--- config.mk ---
export PLATFORM = sky130hd
export DESIGN_NAME = multipass_window_patch_address_gen
export DESIGN_NICKNAME = d
export VERILOG_FILES = /design/src/mpwpag_pkg.sv /design/src/mpwpag_setup.sv /design/src/mpwpag_walker.sv /design/src/multipass_window_patch_address_gen.sv
export SDC_FILE = /design/constraint.sdc
export NUM_CORES = 2
export LEC_CHECK = 0
export BUFFER_PORTS_ARGS = -buffer_cell sky130_fd_sc_hd__buf_2
export CAP_MARGIN = 20
export CORE_MARGIN = 2
export CORE_UTILIZATION = 43
export CTS_BUF_LIST = sky130_fd_sc_hd__clkbuf_2 sky130_fd_sc_hd__clkbuf_4 sky130_fd_sc_hd__clkbuf_8
export DETAILED_ROUTE_END_ITERATION = 8
export HOLD_SLACK_MARGIN = 0.03
export PLACE_DENSITY_LB_ADDON = 0.2
export SYNTH_ARGS = -nofsm -noshare
export SYNTH_HDL_FRONTEND = slang
export SYNTH_HIERARCHICAL = 1
export SYNTH_SLANG_ARGS = --single-unit
export TNS_END_PERCENT = 50
--- constraint.sdc ---
create_clock -name clk -period 9.1 [get_ports clk]
set_input_delay 1.365 -clock clk [delete_from_list [all_inputs] [get_ports clk]]
set_output_delay 1.365 -clock clk [all_outputs]
set_load 0.005 [all_outputs]
--- src/mpwpag_pkg.sv ---
// Shared constants and types for the multipass window patch address generator.
package mpwpag_pkg;

    localparam int MAX_IMAGE_DIM = 1024;
    localparam int MAX_WINDOW    = 32;
    localparam int MAX_CHANNELS  = 4;
    localparam int MAX_PASSES    = 16;

    localparam int IMG_W      = 11;  // image_rows / image_cols register width
    localparam int CH_W       = 3;
    localparam int WIN_W      = 6;
    localparam int PASSCFG_W  = 5;
    localparam int SHIFT_W    = 10;
    localparam int PASS_W     = 4;
    localparam int PLANE_W    = 2;
    localparam int TILE_W     = 10;
    localparam int WCNT_W     = 5;
    localparam int POS_W      = 16;  // shifted pixel row/column position
    localparam int SRC_W      = 22;
    localparam int DST_W      = 32;
    localparam int CFG_IDX_W  = 3;
    localparam int CFG_DATA_W = 11;

    localparam logic [CFG_IDX_W-1:0] REG_IMAGE_ROWS    = 3'd0;
    localparam logic [CFG_IDX_W-1:0] REG_IMAGE_COLS    = 3'd1;
    localparam logic [CFG_IDX_W-1:0] REG_CHANNEL_COUNT = 3'd2;
    localparam logic [CFG_IDX_W-1:0] REG_WINDOW_SIZE   = 3'd3;
    localparam logic [CFG_IDX_W-1:0] REG_PASS_COUNT    = 3'd4;
    localparam logic [CFG_IDX_W-1:0] REG_PASS_SHIFT    = 3'd5;

    // run constants worked out once per restart
    typedef struct packed {
        logic [IMG_W-1:0]     rows;
        logic [IMG_W-1:0]     cols;
        logic [CH_W-1:0]      ch;
        logic [WIN_W-1:0]     win;
        logic [PASSCFG_W-1:0] passes;
        logic [SHIFT_W-1:0]   shift;
        logic [IMG_W-1:0]     tr;
        logic [IMG_W-1:0]     tc;
        logic [DST_W-1:0]     tile_a;     // windows in pass 0
        logic [DST_W-1:0]     tile_b;     // windows in each later pass
        logic [DST_W-1:0]     ort;        // output row total
        logic [DST_W-1:0]     ort_w;      // ort * W
        logic [DST_W-1:0]     ort_w2;     // ort * W * W
        logic [SRC_W-1:0]     plane_lin;  // rows * cols
        logic [SRC_W-1:0]     shift_lin;  // shift * rows
        logic [SRC_W-1:0]     win_lin;    // W * rows
        logic                 ok;
    } run_params_t;

    typedef struct packed {
        logic              pair_valid;
        logic [SRC_W-1:0]  source_address;
        logic [DST_W-1:0]  dest_address;
        logic [PASS_W-1:0] pass_number;
        logic              outside_image;
        logic              last_pair;
    } step_result_t;

endpackage

--- src/mpwpag_setup.sv ---
// Restart setup: saturates the config, divides out tile counts, forms run constants.
module mpwpag_setup (
    input  logic                            clk,
    input  logic                            rst_n,
    input  logic                            launch,
    input  logic [mpwpag_pkg::IMG_W-1:0]     cfg_rows,
    input  logic [mpwpag_pkg::IMG_W-1:0]     cfg_cols,
    input  logic [mpwpag_pkg::CH_W-1:0]      cfg_ch,
    input  logic [mpwpag_pkg::WIN_W-1:0]     cfg_win,
    input  logic [mpwpag_pkg::PASSCFG_W-1:0] cfg_passes,
    input  logic [mpwpag_pkg::SHIFT_W-1:0]   cfg_shift,
    output mpwpag_pkg::run_params_t         params,
    output logic                            busy,
    output logic                            start
);
    import mpwpag_pkg::*;

    localparam logic [2:0] ST_IDLE = 3'd0;
    localparam logic [2:0] ST_DIV  = 3'd1;
    localparam logic [2:0] ST_MUL1 = 3'd2;
    localparam logic [2:0] ST_MUL2 = 3'd3;
    localparam logic [2:0] ST_MUL3 = 3'd4;
    localparam logic [2:0] ST_MUL4 = 3'd5;
    localparam logic [2:0] ST_ARM  = 3'd6;

    localparam logic [3:0] DIV_LAST = 4'(IMG_W - 1);

    logic [2:0]           state_reg, state_next;
    logic [3:0]           step_reg, step_next;

    logic [IMG_W-1:0]     rows_reg, cols_reg;
    logic [CH_W-1:0]      ch_reg;
    logic [WIN_W-1:0]     win_reg;
    logic [PASSCFG_W-1:0] passes_reg;
    logic [SHIFT_W-1:0]   shift_reg;
    logic [IMG_W-1:0]     num_r_reg, num_c_reg, q_r_reg, q_c_reg;
    logic [WIN_W-1:0]     rem_r_reg, rem_c_reg;
    logic [IMG_W-1:0]     tr_reg, tc_reg;
    logic [DST_W-1:0]     tile_a_reg, tile_b_reg, ort_reg, ort_w_reg, ort_w2_reg;
    logic [SRC_W-1:0]     plane_lin_reg, shift_lin_reg, win_lin_reg;
    logic                 ok_reg;

    // saturated config
    logic [IMG_W-1:0]     rows_sat, cols_sat;
    logic [CH_W-1:0]      ch_sat;
    logic [WIN_W-1:0]     win_sat;
    logic [PASSCFG_W-1:0] passes_sat;

    // divider step
    logic [WIN_W:0]       trial_r, trial_c, diff_r, diff_c;
    logic                 ge_r, ge_c;

    // first multiply stage
    logic [IMG_W-1:0]     tr_eff, tc_eff, tr_m1, tc_m1;
    logic [2*IMG_W-1:0]   prod_a, prod_b, prod_plane;
    logic                 few_tiles;

    always_comb
    begin
        rows_sat   = (cfg_rows > IMG_W'(MAX_IMAGE_DIM)) ? IMG_W'(MAX_IMAGE_DIM) : cfg_rows;
        cols_sat   = (cfg_cols > IMG_W'(MAX_IMAGE_DIM)) ? IMG_W'(MAX_IMAGE_DIM) : cfg_cols;
        ch_sat     = (cfg_ch > CH_W'(MAX_CHANNELS)) ? CH_W'(MAX_CHANNELS) : cfg_ch;
        win_sat    = (cfg_win > WIN_W'(MAX_WINDOW)) ? WIN_W'(MAX_WINDOW) : cfg_win;
        if (cfg_passes == '0)
            passes_sat = PASSCFG_W'(1);
        else if (cfg_passes > PASSCFG_W'(MAX_PASSES))
            passes_sat = PASSCFG_W'(MAX_PASSES);
        else
            passes_sat = cfg_passes;
    end

    // restoring division, one quotient bit per cycle for both axes
    always_comb
    begin
        trial_r = {rem_r_reg, num_r_reg[IMG_W-1]};
        trial_c = {rem_c_reg, num_c_reg[IMG_W-1]};
        ge_r    = trial_r >= {1'b0, win_reg};
        ge_c    = trial_c >= {1'b0, win_reg};
        diff_r  = ge_r ? (trial_r - {1'b0, win_reg}) : trial_r;
        diff_c  = ge_c ? (trial_c - {1'b0, win_reg}) : trial_c;
    end

    always_comb
    begin
        tr_eff     = (win_reg == '0) ? '0 : q_r_reg;
        tc_eff     = (win_reg == '0) ? '0 : q_c_reg;
        tr_m1      = tr_eff - IMG_W'(1);
        tc_m1      = tc_eff - IMG_W'(1);
        prod_a     = (2*IMG_W)'(tr_eff) * (2*IMG_W)'(tc_eff);
        prod_b     = (2*IMG_W)'(tr_m1) * (2*IMG_W)'(tc_m1);
        prod_plane = (2*IMG_W)'(rows_reg) * (2*IMG_W)'(cols_reg);
        few_tiles  = (tr_eff < IMG_W'(2)) || (tc_eff < IMG_W'(2));
    end

    always_comb
    begin
        state_next = state_reg;
        step_next  = step_reg;
        unique case (state_reg)
            ST_IDLE:
            begin
                if (launch)
                begin
                    state_next = ST_DIV;
                    step_next  = '0;
                end
            end
            ST_DIV:
            begin
                step_next = step_reg + 4'd1;
                if (step_reg == DIV_LAST)
                    state_next = ST_MUL1;
            end
            ST_MUL1: state_next = ST_MUL2;
            ST_MUL2: state_next = ST_MUL3;
            ST_MUL3: state_next = ST_MUL4;
            ST_MUL4: state_next = ST_ARM;
            ST_ARM:  state_next = ST_IDLE;
            default: state_next = ST_IDLE;
        endcase
    end

    always_ff @(posedge clk or negedge rst_n)
    begin
        if (!rst_n)
        begin
            state_reg <= ST_IDLE;
            step_reg  <= '0;
        end
        else
        begin
            state_reg <= state_next;
            step_reg  <= step_next;
        end
    end

    always_ff @(posedge clk)
    begin
        if (launch && (state_reg == ST_IDLE))
        begin
            rows_reg   <= rows_sat;
            cols_reg   <= cols_sat;
            ch_reg     <= ch_sat;
            win_reg    <= win_sat;
            passes_reg <= passes_sat;
            shift_reg  <= cfg_shift;
            num_r_reg  <= rows_sat;
            num_c_reg  <= cols_sat;
            rem_r_reg  <= '0;
            rem_c_reg  <= '0;
            q_r_reg    <= '0;
            q_c_reg    <= '0;
        end
        if (state_reg == ST_DIV)
        begin
            num_r_reg <= {num_r_reg[IMG_W-2:0], 1'b0};
            num_c_reg <= {num_c_reg[IMG_W-2:0], 1'b0};
            rem_r_reg <= diff_r[WIN_W-1:0];
            rem_c_reg <= diff_c[WIN_W-1:0];
            q_r_reg   <= {q_r_reg[IMG_W-2:0], ge_r};
            q_c_reg   <= {q_c_reg[IMG_W-2:0], ge_c};
        end
        if (state_reg == ST_MUL1)
        begin
            tr_reg        <= tr_eff;
            tc_reg        <= tc_eff;
            tile_a_reg    <= DST_W'(prod_a);
            tile_b_reg    <= DST_W'(prod_b);
            plane_lin_reg <= SRC_W'(prod_plane);
            shift_lin_reg <= SRC_W'(shift_reg) * SRC_W'(rows_reg);
            win_lin_reg   <= SRC_W'(win_reg) * SRC_W'(rows_reg);
            ok_reg        <= (tr_eff != '0) && (tc_eff != '0) && (ch_reg != '0);
            if (few_tiles)
                passes_reg <= PASSCFG_W'(1);
        end
        if (state_reg == ST_MUL2)
            ort_reg <= tile_a_reg + DST_W'(passes_reg - PASSCFG_W'(1)) * tile_b_reg;
        if (state_reg == ST_MUL3)
            ort_w_reg <= ort_reg * DST_W'(win_reg);
        if (state_reg == ST_MUL4)
            ort_w2_reg <= ort_w_reg * DST_W'(win_reg);
    end

    assign busy  = (state_reg != ST_IDLE);
    assign start = (state_reg == ST_ARM);

    always_comb
    begin
        params.rows      = rows_reg;
        params.cols      = cols_reg;
        params.ch        = ch_reg;
        params.win       = win_reg;
        params.passes    = passes_reg;
        params.shift     = shift_reg;
        params.tr        = tr_reg;
        params.tc        = tc_reg;
        params.tile_a    = tile_a_reg;
        params.tile_b    = tile_b_reg;
        params.ort       = ort_reg;
        params.ort_w     = ort_w_reg;
        params.ort_w2    = ort_w2_reg;
        params.plane_lin = plane_lin_reg;
        params.shift_lin = shift_lin_reg;
        params.win_lin   = win_lin_reg;
        params.ok        = ok_reg;
    end

endmodule

--- src/mpwpag_walker.sv ---
// Nested loop counters with incrementally updated source/destination addresses.
module mpwpag_walker (
    input  logic                      clk,
    input  logic                      rst_n,
    input  logic                      clear,
    input  logic                      start,
    input  logic                      step,
    input  mpwpag_pkg::run_params_t   params,
    output mpwpag_pkg::step_result_t  result
);
    import mpwpag_pkg::*;

    logic                run_active_reg, run_active_next;
    logic [PASS_W-1:0]   pass_reg, pass_next;
    logic [PLANE_W-1:0]  plane_reg, plane_next;
    logic [TILE_W-1:0]   tile_row_reg, tile_row_next;
    logic [TILE_W-1:0]   tile_col_reg, tile_col_next;
    logic [WCNT_W-1:0]   win_col_reg, win_col_next;
    logic [WCNT_W-1:0]   win_row_reg, win_row_next;
    logic [DST_W-1:0]    wri_reg, wri_next;
    logic [DST_W-1:0]    pass_base_reg, pass_base_next;
    logic [SRC_W-1:0]    source_base_reg, source_base_next;
    logic [POS_W-1:0]    off_reg, off_next;
    logic [SRC_W-1:0]    off_lin_reg, off_lin_next;
    logic [POS_W-1:0]    tile_row_pos_reg, tile_row_pos_next;
    logic [POS_W-1:0]    row_pos_reg, row_pos_next;
    logic [POS_W-1:0]    tile_col_pos_reg, tile_col_pos_next;
    logic [POS_W-1:0]    col_pos_reg, col_pos_next;
    logic [SRC_W-1:0]    tile_col_lin_reg, tile_col_lin_next;
    logic [SRC_W-1:0]    col_lin_reg, col_lin_next;
    logic [DST_W-1:0]    dest_plane_reg, dest_plane_next;
    logic [DST_W-1:0]    dest_col_reg, dest_col_next;
    logic [DST_W-1:0]    dest_off_reg, dest_off_next;

    logic [WIN_W-1:0]    win_m1;
    logic [IMG_W-1:0]    tr_last, tc_last;
    logic                wr_wrap, wc_wrap, tc_wrap, tr_wrap, pl_wrap, ps_wrap;
    logic                outside;
    logic [POS_W-1:0]    win_pos;

    always_comb
    begin
        win_m1  = params.win - WIN_W'(1);
        win_pos = POS_W'(params.win);
        tr_last = (pass_reg == '0) ? (params.tr - IMG_W'(1)) : (params.tr - IMG_W'(2));
        tc_last = (pass_reg == '0) ? (params.tc - IMG_W'(1)) : (params.tc - IMG_W'(2));
        wr_wrap = {1'b0, win_row_reg} == win_m1;
        wc_wrap = {1'b0, win_col_reg} == win_m1;
        tc_wrap = {1'b0, tile_col_reg} == tc_last;
        tr_wrap = {1'b0, tile_row_reg} == tr_last;
        pl_wrap = {1'b0, plane_reg} == (params.ch - CH_W'(1));
        ps_wrap = {1'b0, pass_reg} == (params.passes - PASSCFG_W'(1));
        outside = (row_pos_reg >= POS_W'(params.rows)) || (col_pos_reg >= POS_W'(params.cols));
    end

    always_comb
    begin
        result = '0;
        if (run_active_reg)
        begin
            result.pair_valid     = 1'b1;
            result.source_address = outside ? '0 :
                                    (source_base_reg + col_lin_reg + SRC_W'(row_pos_reg));
            result.dest_address   = wri_reg + dest_off_reg;
            result.pass_number    = pass_reg;
            result.outside_image  = outside;
            result.last_pair      = wr_wrap && wc_wrap && tc_wrap && tr_wrap
                                    && pl_wrap && ps_wrap;
        end
    end

    always_comb
    begin
        run_active_next   = run_active_reg;
        pass_next         = pass_reg;
        plane_next        = plane_reg;
        tile_row_next     = tile_row_reg;
        tile_col_next     = tile_col_reg;
        win_col_next      = win_col_reg;
        win_row_next      = win_row_reg;
        wri_next          = wri_reg;
        pass_base_next    = pass_base_reg;
        source_base_next  = source_base_reg;
        off_next          = off_reg;
        off_lin_next      = off_lin_reg;
        tile_row_pos_next = tile_row_pos_reg;
        row_pos_next      = row_pos_reg;
        tile_col_pos_next = tile_col_pos_reg;
        col_pos_next      = col_pos_reg;
        tile_col_lin_next = tile_col_lin_reg;
        col_lin_next      = col_lin_reg;
        dest_plane_next   = dest_plane_reg;
        dest_col_next     = dest_col_reg;
        dest_off_next     = dest_off_reg;

        if (clear)
        begin
            run_active_next   = 1'b0;
            pass_next         = '0;
            plane_next        = '0;
            tile_row_next     = '0;
            tile_col_next     = '0;
            win_col_next      = '0;
            win_row_next      = '0;
            wri_next          = '0;
            pass_base_next    = '0;
            source_base_next  = '0;
            off_next          = '0;
            off_lin_next      = '0;
            tile_row_pos_next = '0;
            row_pos_next      = '0;
            tile_col_pos_next = '0;
            col_pos_next      = '0;
            tile_col_lin_next = '0;
            col_lin_next      = '0;
            dest_plane_next   = '0;
            dest_col_next     = '0;
            dest_off_next     = '0;
        end
        else if (start)
        begin
            run_active_next = params.ok;
        end
        else if (step && run_active_reg)
        begin
            if (!wr_wrap)
            begin
                win_row_next  = win_row_reg + WCNT_W'(1);
                row_pos_next  = row_pos_reg + POS_W'(1);
                dest_off_next = dest_off_reg + params.ort;
            end
            else if (!wc_wrap)
            begin
                win_row_next  = '0;
                win_col_next  = win_col_reg + WCNT_W'(1);
                row_pos_next  = tile_row_pos_reg;
                col_pos_next  = col_pos_reg + POS_W'(1);
                col_lin_next  = col_lin_reg + SRC_W'(params.rows);
                dest_col_next = dest_col_reg + params.ort_w;
                dest_off_next = dest_col_reg + params.ort_w;
            end
            else if (!tc_wrap)
            begin
                win_row_next      = '0;
                win_col_next      = '0;
                tile_col_next     = tile_col_reg + TILE_W'(1);
                row_pos_next      = tile_row_pos_reg;
                tile_col_pos_next = tile_col_pos_reg + win_pos;
                col_pos_next      = tile_col_pos_reg + win_pos;
                tile_col_lin_next = tile_col_lin_reg + params.win_lin;
                col_lin_next      = tile_col_lin_reg + params.win_lin;
                dest_col_next     = dest_plane_reg;
                dest_off_next     = dest_plane_reg;
                wri_next          = wri_reg + DST_W'(1);
            end
            else if (!tr_wrap)
            begin
                win_row_next      = '0;
                win_col_next      = '0;
                tile_col_next     = '0;
                tile_row_next     = tile_row_reg + TILE_W'(1);
                tile_row_pos_next = tile_row_pos_reg + win_pos;
                row_pos_next      = tile_row_pos_reg + win_pos;
                tile_col_pos_next = off_reg;
                col_pos_next      = off_reg;
                tile_col_lin_next = off_lin_reg;
                col_lin_next      = off_lin_reg;
                dest_col_next     = dest_plane_reg;
                dest_off_next     = dest_plane_reg;
                wri_next          = wri_reg + DST_W'(1);
            end
            else if (!pl_wrap)
            begin
                win_row_next      = '0;
                win_col_next      = '0;
                tile_col_next     = '0;
                tile_row_next     = '0;
                plane_next        = plane_reg + PLANE_W'(1);
                tile_row_pos_next = off_reg;
                row_pos_next      = off_reg;
                tile_col_pos_next = off_reg;
                col_pos_next      = off_reg;
                tile_col_lin_next = off_lin_reg;
                col_lin_next      = off_lin_reg;
                source_base_next  = source_base_reg + params.plane_lin;
                dest_plane_next   = dest_plane_reg + params.ort_w2;
                dest_col_next     = dest_plane_reg + params.ort_w2;
                dest_off_next     = dest_plane_reg + params.ort_w2;
                wri_next          = pass_base_reg;
            end
            else if (!ps_wrap)
            begin
                win_row_next      = '0;
                win_col_next      = '0;
                tile_col_next     = '0;
                tile_row_next     = '0;
                plane_next        = '0;
                pass_next         = pass_reg + PASS_W'(1);
                off_next          = off_reg + POS_W'(params.shift);
                off_lin_next      = off_lin_reg + params.shift_lin;
                tile_row_pos_next = off_reg + POS_W'(params.shift);
                row_pos_next      = off_reg + POS_W'(params.shift);
                tile_col_pos_next = off_reg + POS_W'(params.shift);
                col_pos_next      = off_reg + POS_W'(params.shift);
                tile_col_lin_next = off_lin_reg + params.shift_lin;
                col_lin_next      = off_lin_reg + params.shift_lin;
                source_base_next  = '0;
                dest_plane_next   = '0;
                dest_col_next     = '0;
                dest_off_next     = '0;
                // pass 0 has the full tile grid, later passes one row and column fewer
                pass_base_next    = pass_base_reg
                                    + ((pass_reg == '0) ? params.tile_a : params.tile_b);
                wri_next          = pass_base_reg
                                    + ((pass_reg == '0) ? params.tile_a : params.tile_b);
            end
            else
            begin
                run_active_next = 1'b0;
                win_row_next    = '0;
                win_col_next    = '0;
                tile_col_next   = '0;
                tile_row_next   = '0;
                plane_next      = '0;
                pass_next       = '0;
            end
        end
    end

    always_ff @(posedge clk or negedge rst_n)
    begin
        if (!rst_n)
        begin
            run_active_reg   <= 1'b0;
            pass_reg         <= '0;
            plane_reg        <= '0;
            tile_row_reg     <= '0;
            tile_col_reg     <= '0;
            win_col_reg      <= '0;
            win_row_reg      <= '0;
            wri_reg          <= '0;
            pass_base_reg    <= '0;
            source_base_reg  <= '0;
            off_reg          <= '0;
            off_lin_reg      <= '0;
            tile_row_pos_reg <= '0;
            row_pos_reg      <= '0;
            tile_col_pos_reg <= '0;
            col_pos_reg      <= '0;
            tile_col_lin_reg <= '0;
            col_lin_reg      <= '0;
            dest_plane_reg   <= '0;
            dest_col_reg     <= '0;
            dest_off_reg     <= '0;
        end
        else
        begin
            run_active_reg   <= run_active_next;
            pass_reg         <= pass_next;
            plane_reg        <= plane_next;
            tile_row_reg     <= tile_row_next;
            tile_col_reg     <= tile_col_next;
            win_col_reg      <= win_col_next;
            win_row_reg      <= win_row_next;
            wri_reg          <= wri_next;
            pass_base_reg    <= pass_base_next;
            source_base_reg  <= source_base_next;
            off_reg          <= off_next;
            off_lin_reg      <= off_lin_next;
            tile_row_pos_reg <= tile_row_pos_next;
            row_pos_reg      <= row_pos_next;
            tile_col_pos_reg <= tile_col_pos_next;
            col_pos_reg      <= col_pos_next;
            tile_col_lin_reg <= tile_col_lin_next;
            col_lin_reg      <= col_lin_next;
            dest_plane_reg   <= dest_plane_next;
            dest_col_reg     <= dest_col_next;
            dest_off_reg     <= dest_off_next;
        end
    end

endmodule

--- src/multipass_window_patch_address_gen.sv ---
// Top level: config registers, handshake, result register.
// An advance transaction (restart 0) is registered at the output in the cycle after acceptance;
// advance transactions are taken every cycle while the output is drained.
// A restart transaction runs the setup unit (11-step tile divider, four multiply steps, arm)
// and its first pair is registered once the setup unit is idle again; no input is taken meanwhile.
// Reset (rst_n low, asynchronous) restores config defaults and leaves no run active.
module multipass_window_patch_address_gen (
    input  logic                             clk,
    input  logic                             rst_n,
    input  logic                             cfg_write,
    input  logic [mpwpag_pkg::CFG_IDX_W-1:0]  cfg_index,
    input  logic [mpwpag_pkg::CFG_DATA_W-1:0] cfg_data,
    input  logic                             in_valid,
    output logic                             in_ready,
    input  logic                             restart,
    output logic                             out_valid,
    input  logic                             out_ready,
    output logic                             pair_valid,
    output logic [mpwpag_pkg::SRC_W-1:0]      source_address,
    output logic [mpwpag_pkg::DST_W-1:0]      dest_address,
    output logic [mpwpag_pkg::PASS_W-1:0]     pass_number,
    output logic                             outside_image,
    output logic                             last_pair
);
    import mpwpag_pkg::*;

    logic [IMG_W-1:0]     image_rows_reg, image_cols_reg;
    logic [CH_W-1:0]      channel_count_reg;
    logic [WIN_W-1:0]     window_size_reg;
    logic [PASSCFG_W-1:0] pass_count_reg;
    logic [SHIFT_W-1:0]   pass_shift_reg;

    logic                 first_pending_reg, first_pending_next;
    logic                 out_valid_reg, out_valid_next;
    step_result_t         result_reg;

    logic                 in_accept, launch, step_fire;
    logic                 setup_busy, setup_start;
    run_params_t          params;
    step_result_t         step_result;

    always_ff @(posedge clk or negedge rst_n)
    begin
        if (!rst_n)
        begin
            image_rows_reg    <= IMG_W'(64);
            image_cols_reg    <= IMG_W'(64);
            channel_count_reg <= CH_W'(1);
            window_size_reg   <= WIN_W'(8);
            pass_count_reg    <= PASSCFG_W'(1);
            pass_shift_reg    <= '0;
        end
        else if (cfg_write)
        begin
            unique case (cfg_index)
                REG_IMAGE_ROWS:    image_rows_reg    <= cfg_data;
                REG_IMAGE_COLS:    image_cols_reg    <= cfg_data;
                REG_CHANNEL_COUNT: channel_count_reg <= cfg_data[CH_W-1:0];
                REG_WINDOW_SIZE:   window_size_reg   <= cfg_data[WIN_W-1:0];
                REG_PASS_COUNT:    pass_count_reg    <= cfg_data[PASSCFG_W-1:0];
                REG_PASS_SHIFT:    pass_shift_reg    <= cfg_data[SHIFT_W-1:0];
                default: ;
            endcase
        end
    end

    // output slot is empty once a restart has been taken, until its first pair is registered
    assign in_ready  = !first_pending_reg && (!out_valid_reg || out_ready);
    assign in_accept = in_valid && in_ready;
    assign launch    = in_accept && restart;
    assign step_fire = (in_accept && !restart) || (first_pending_reg && !setup_busy);

    always_comb
    begin
        first_pending_next = first_pending_reg;
        if (launch)
            first_pending_next = 1'b1;
        else if (first_pending_reg && !setup_busy)
            first_pending_next = 1'b0;

        out_valid_next = out_valid_reg;
        if (step_fire)
            out_valid_next = 1'b1;
        else if (out_ready)
            out_valid_next = 1'b0;
    end

    always_ff @(posedge clk or negedge rst_n)
    begin
        if (!rst_n)
        begin
            first_pending_reg <= 1'b0;
            out_valid_reg     <= 1'b0;
        end
        else
        begin
            first_pending_reg <= first_pending_next;
            out_valid_reg     <= out_valid_next;
        end
    end

    always_ff @(posedge clk)
    begin
        if (step_fire)
            result_reg <= step_result;
    end

    mpwpag_setup u_setup (
        .clk        (clk),
        .rst_n      (rst_n),
        .launch     (launch),
        .cfg_rows   (image_rows_reg),
        .cfg_cols   (image_cols_reg),
        .cfg_ch     (channel_count_reg),
        .cfg_win    (window_size_reg),
        .cfg_passes (pass_count_reg),
        .cfg_shift  (pass_shift_reg),
        .params     (params),
        .busy       (setup_busy),
        .start      (setup_start)
    );

    mpwpag_walker u_walker (
        .clk    (clk),
        .rst_n  (rst_n),
        .clear  (launch),
        .start  (setup_start),
        .step   (step_fire),
        .params (params),
        .result (step_result)
    );

    assign out_valid      = out_valid_reg;
    assign pair_valid     = result_reg.pair_valid;
    assign source_address = result_reg.source_address;
    assign dest_address   = result_reg.dest_address;
    assign pass_number    = result_reg.pass_number;
    assign outside_image  = result_reg.outside_image;
    assign last_pair      = result_reg.last_pair;

    a_restart_empties_output: assert property (@(posedge clk) disable iff (!rst_n)
        in_valid && in_ready && restart |=> !out_valid)
        else $error("output not empty after restart transaction");

    a_advance_gives_result: assert property (@(posedge clk) disable iff (!rst_n)
        in_valid && in_ready && !restart |=> out_valid)
        else $error("advance transaction produced no result");

    a_last_is_pair: assert property (@(posedge clk) disable iff (!rst_n)
        out_valid && last_pair |-> pair_valid)
        else $error("last_pair without an address pair");

    a_outside_zero_source: assert property (@(posedge clk) disable iff (!rst_n)
        out_valid && outside_image |-> source_address == '0)
        else $error("outside position carries a source address");

endmodule
==> impl_metrics.ini <==
[floorplanning]
initial_core_util_pct = 43.3
die_w_um = 442
io_pins = 83
die_area_um2 = 195000
die_y_um = 442
core_area_um2 = 190000
rows = 160

[logic_synthesis]
yosysWarnings = 6
syn-instance-count = 8969
synth_top_area_share_pct = 16.9
seq_area_frac_synth_pct = 26.7
avgSynthCellArea_um2 = 9.18
synth_largest_area_cell = fa_1
synth_seq_cells = 804
synthArstFlopShare_pct = 52.2
syn_area_um2 = 82300
yosysUniqueCellTypes = 109
synth_edf_count = 377
synth_flop_cell = dfrtp_1
yosys-top-cells-area = fa_1 (17%), edfxtp_1 (14%), dfrtp_1 (13%)

[global_route]
grt_pass1_wl_um = 388000
globalRouteOverflowTotal = 0
grt_pass1_vias = 65730
grt_use_total_pct = 25.6
grt_max_degree = 147
antenna_found_initial = 7

[clocking]
cts_hold_buffers = 0
cts_tree = done
htreeDepth = 4
cts_buffers = 156
postCtsSetupBuffers = 0
cts_sinks = 804
cts.clk_slew.worst_paths_ps = 70
clockBufferDepth = 3
ctsResizeCount = 0
root_buffer = clkbuf_8
clk_latency_ps = 940

[route]
via_per_inst = 5.71
dr.first_iter.drc_count = 4797
dr_total_vias = 66156
wl_per_cell_um = 21.7
drc_errors = 0
first_pass_iters = 8
antenna_left = 0
routed_wl_um = 251000

[run]
max_cap_viol_count = 0

[place]
placed_cells = 11296
place.gp.congestion = 0.921
dp_hpwl_um = 189000
io_buffers = 82

[hold_path]
hold_class = reg -> reg

[critical_path]
cp-end-kind = register
cp_max_fo = 92
crit_type = reg -> reg
crit_top_cell = fa_1
crit_arrival_ps = 8530
crit_path_top_delay_cell = xnor2_1
cp_data_required_time_ps = 9750
critPathMaxStageDelay_ps = 790
cp-start-kind = register

[final_layout]
syn_to_final_growth_pct = 7.81
nets = 10400
drive_above_1_share_pct = 7.25
fin_util_pct = 46.7
final_common_cell = nand2_1
mostFrequentLayoutCells = nand2_1 (1,227), inv_1 (885), ha_1 (739)
finalNonFillerCells = 11594

[timing]
slew-limit-headroom_pct = 20.6
final_hold_viol_count = 0
finalSetupTns_ps = 0
worstMarginPinSlew_ps = 1190
skew_ps = 66.7
rsz0062_at_grt = false
fin_crit_ps = 7880
setup-violations-final = 0
drv_slew = 0
clock.fmax_mhz = 127
period_share_pct = 86.6

[run_status]
status = completed
## cells in the mapped netlist (16+ instances only)
master    instances
nand3_1         174
and2_1          267
o21ai_0         368
xor2_1          165
nor2_1          499
edfxtp_1        377
nor2b_1         139
mux2_2           76
buf_4            33
nor3_1          138
or3_1            57
dfrtp_1         415
nand2_1        1227
fa_1            697
nor4_1           28
a31oi_1          75
buf_2            38
o21a_1           44
a211o_1          22
and3_1          148
a22o_1          119
nand2b_1        109
mux2i_1          42
xnor2_1         319
buf_1            25
inv_1           886
a21boi_0         16
clkbuf_1        293
o31ai_1          86
nand4_1          61
nor3b_1          28
a21o_1          188
ha_1            739
a211oi_1         70
a21oi_1         462
o211ai_1         84
o21bai_1         50
o21ai_1          28
nand3b_1         27
or2_2            25
## per-layer routing
layer / wire (um) / share of wire [%] / track usage, %
met5: 27 / 0.011 / 0
met4: 8350 / 3.3 / 8.61
met3: 14500 / 5.8 / 3.87
met2: 115000 / 46 / 41.3
met1: 113000 / 45 / 35.2
## worst max-delay path, delay by kind of cell (launching register included)
family,cells,cell delay [ps]
xor+xnor,2,870
fa+ha+maj,7,3160
simple gates,4,590
buf+inv,4,930
flops,1,330
compound gates,9,1680
## cell families (layout without fill, tap and decap cells)
logic type	Yosys count	after routing	share of synthesized area, %
fa+ha+maj	1437	1437	28.2
mux	128	128	1.73
xor+xnor	485	485	5.18
buf+inv	1281	1367	6.08
compound gates	1838	1838	14.7
simple gates	2995	2995	17.4
other cells	1	29	0.00455
flops	804	804	26.7
## worst paths after layout
check / start / slack, ps / end / cells after the start
min reg2reg: pass_shift_reg[4]$_DFFE_PN0P_ / 440 / u_setup/shift_reg[4]$_DFFE_PP_ / 0
max in group asynchronous: rst_n / 6480 / u_walker/dest_col_reg[27]$_DFFE_PN0P_ / 3
max reg2reg: u_setup/win_reg[2]$_SDFFCE_PN0P_ / 1220 / u_setup/tile_b_reg[20]$_DFFE_PN_ / 26
min: pass_shift_reg[4]$_DFFE_PN0P_ / 440 / u_setup/shift_reg[4]$_DFFE_PP_ / 0
min in group asynchronous: rst_n / 480 / image_rows_reg[5]$_DFFE_PN0P_ / 1
max: u_setup/win_reg[2]$_SDFFCE_PN0P_ / 1220 / u_setup/tile_b_reg[20]$_DFFE_PN_ / 26
## cell type report
| cell class | instances | area, um2 |
|---|---|---|
| Fill cell | 18119 | 101000 |
| Multi-Input combinational cell | 6909 | 55600 |
| Sequential cell | 804 | 22000 |
| Inverter | 889 | 3340 |
| Tap cell | 2511 | 3140 |
| Clock buffer | 235 | 2920 |
| Timing Repair Buffer | 184 | 1220 |
| Clock inverter | 59 | 569 |
| Antenna cell | 3 | 7.51 |
## through the flow
step | setup slack [ps] | hold WS, ps | cell area (um2)
2_1_floorplan | 590 | 419 | 82400
3_3_place_gp | 1370 | 425 | 85300
3_5_place_dp | 1300 | 430 | 85300
4_1_cts | 1290 | 430 | 88800
5_1_grt | 710 | 465 | 88800
6_report | 1220 | 442 | 88800
Power is not shown: default switching activity piles up to over one toggle a cycle in this logic, so the estimate is an artifact.
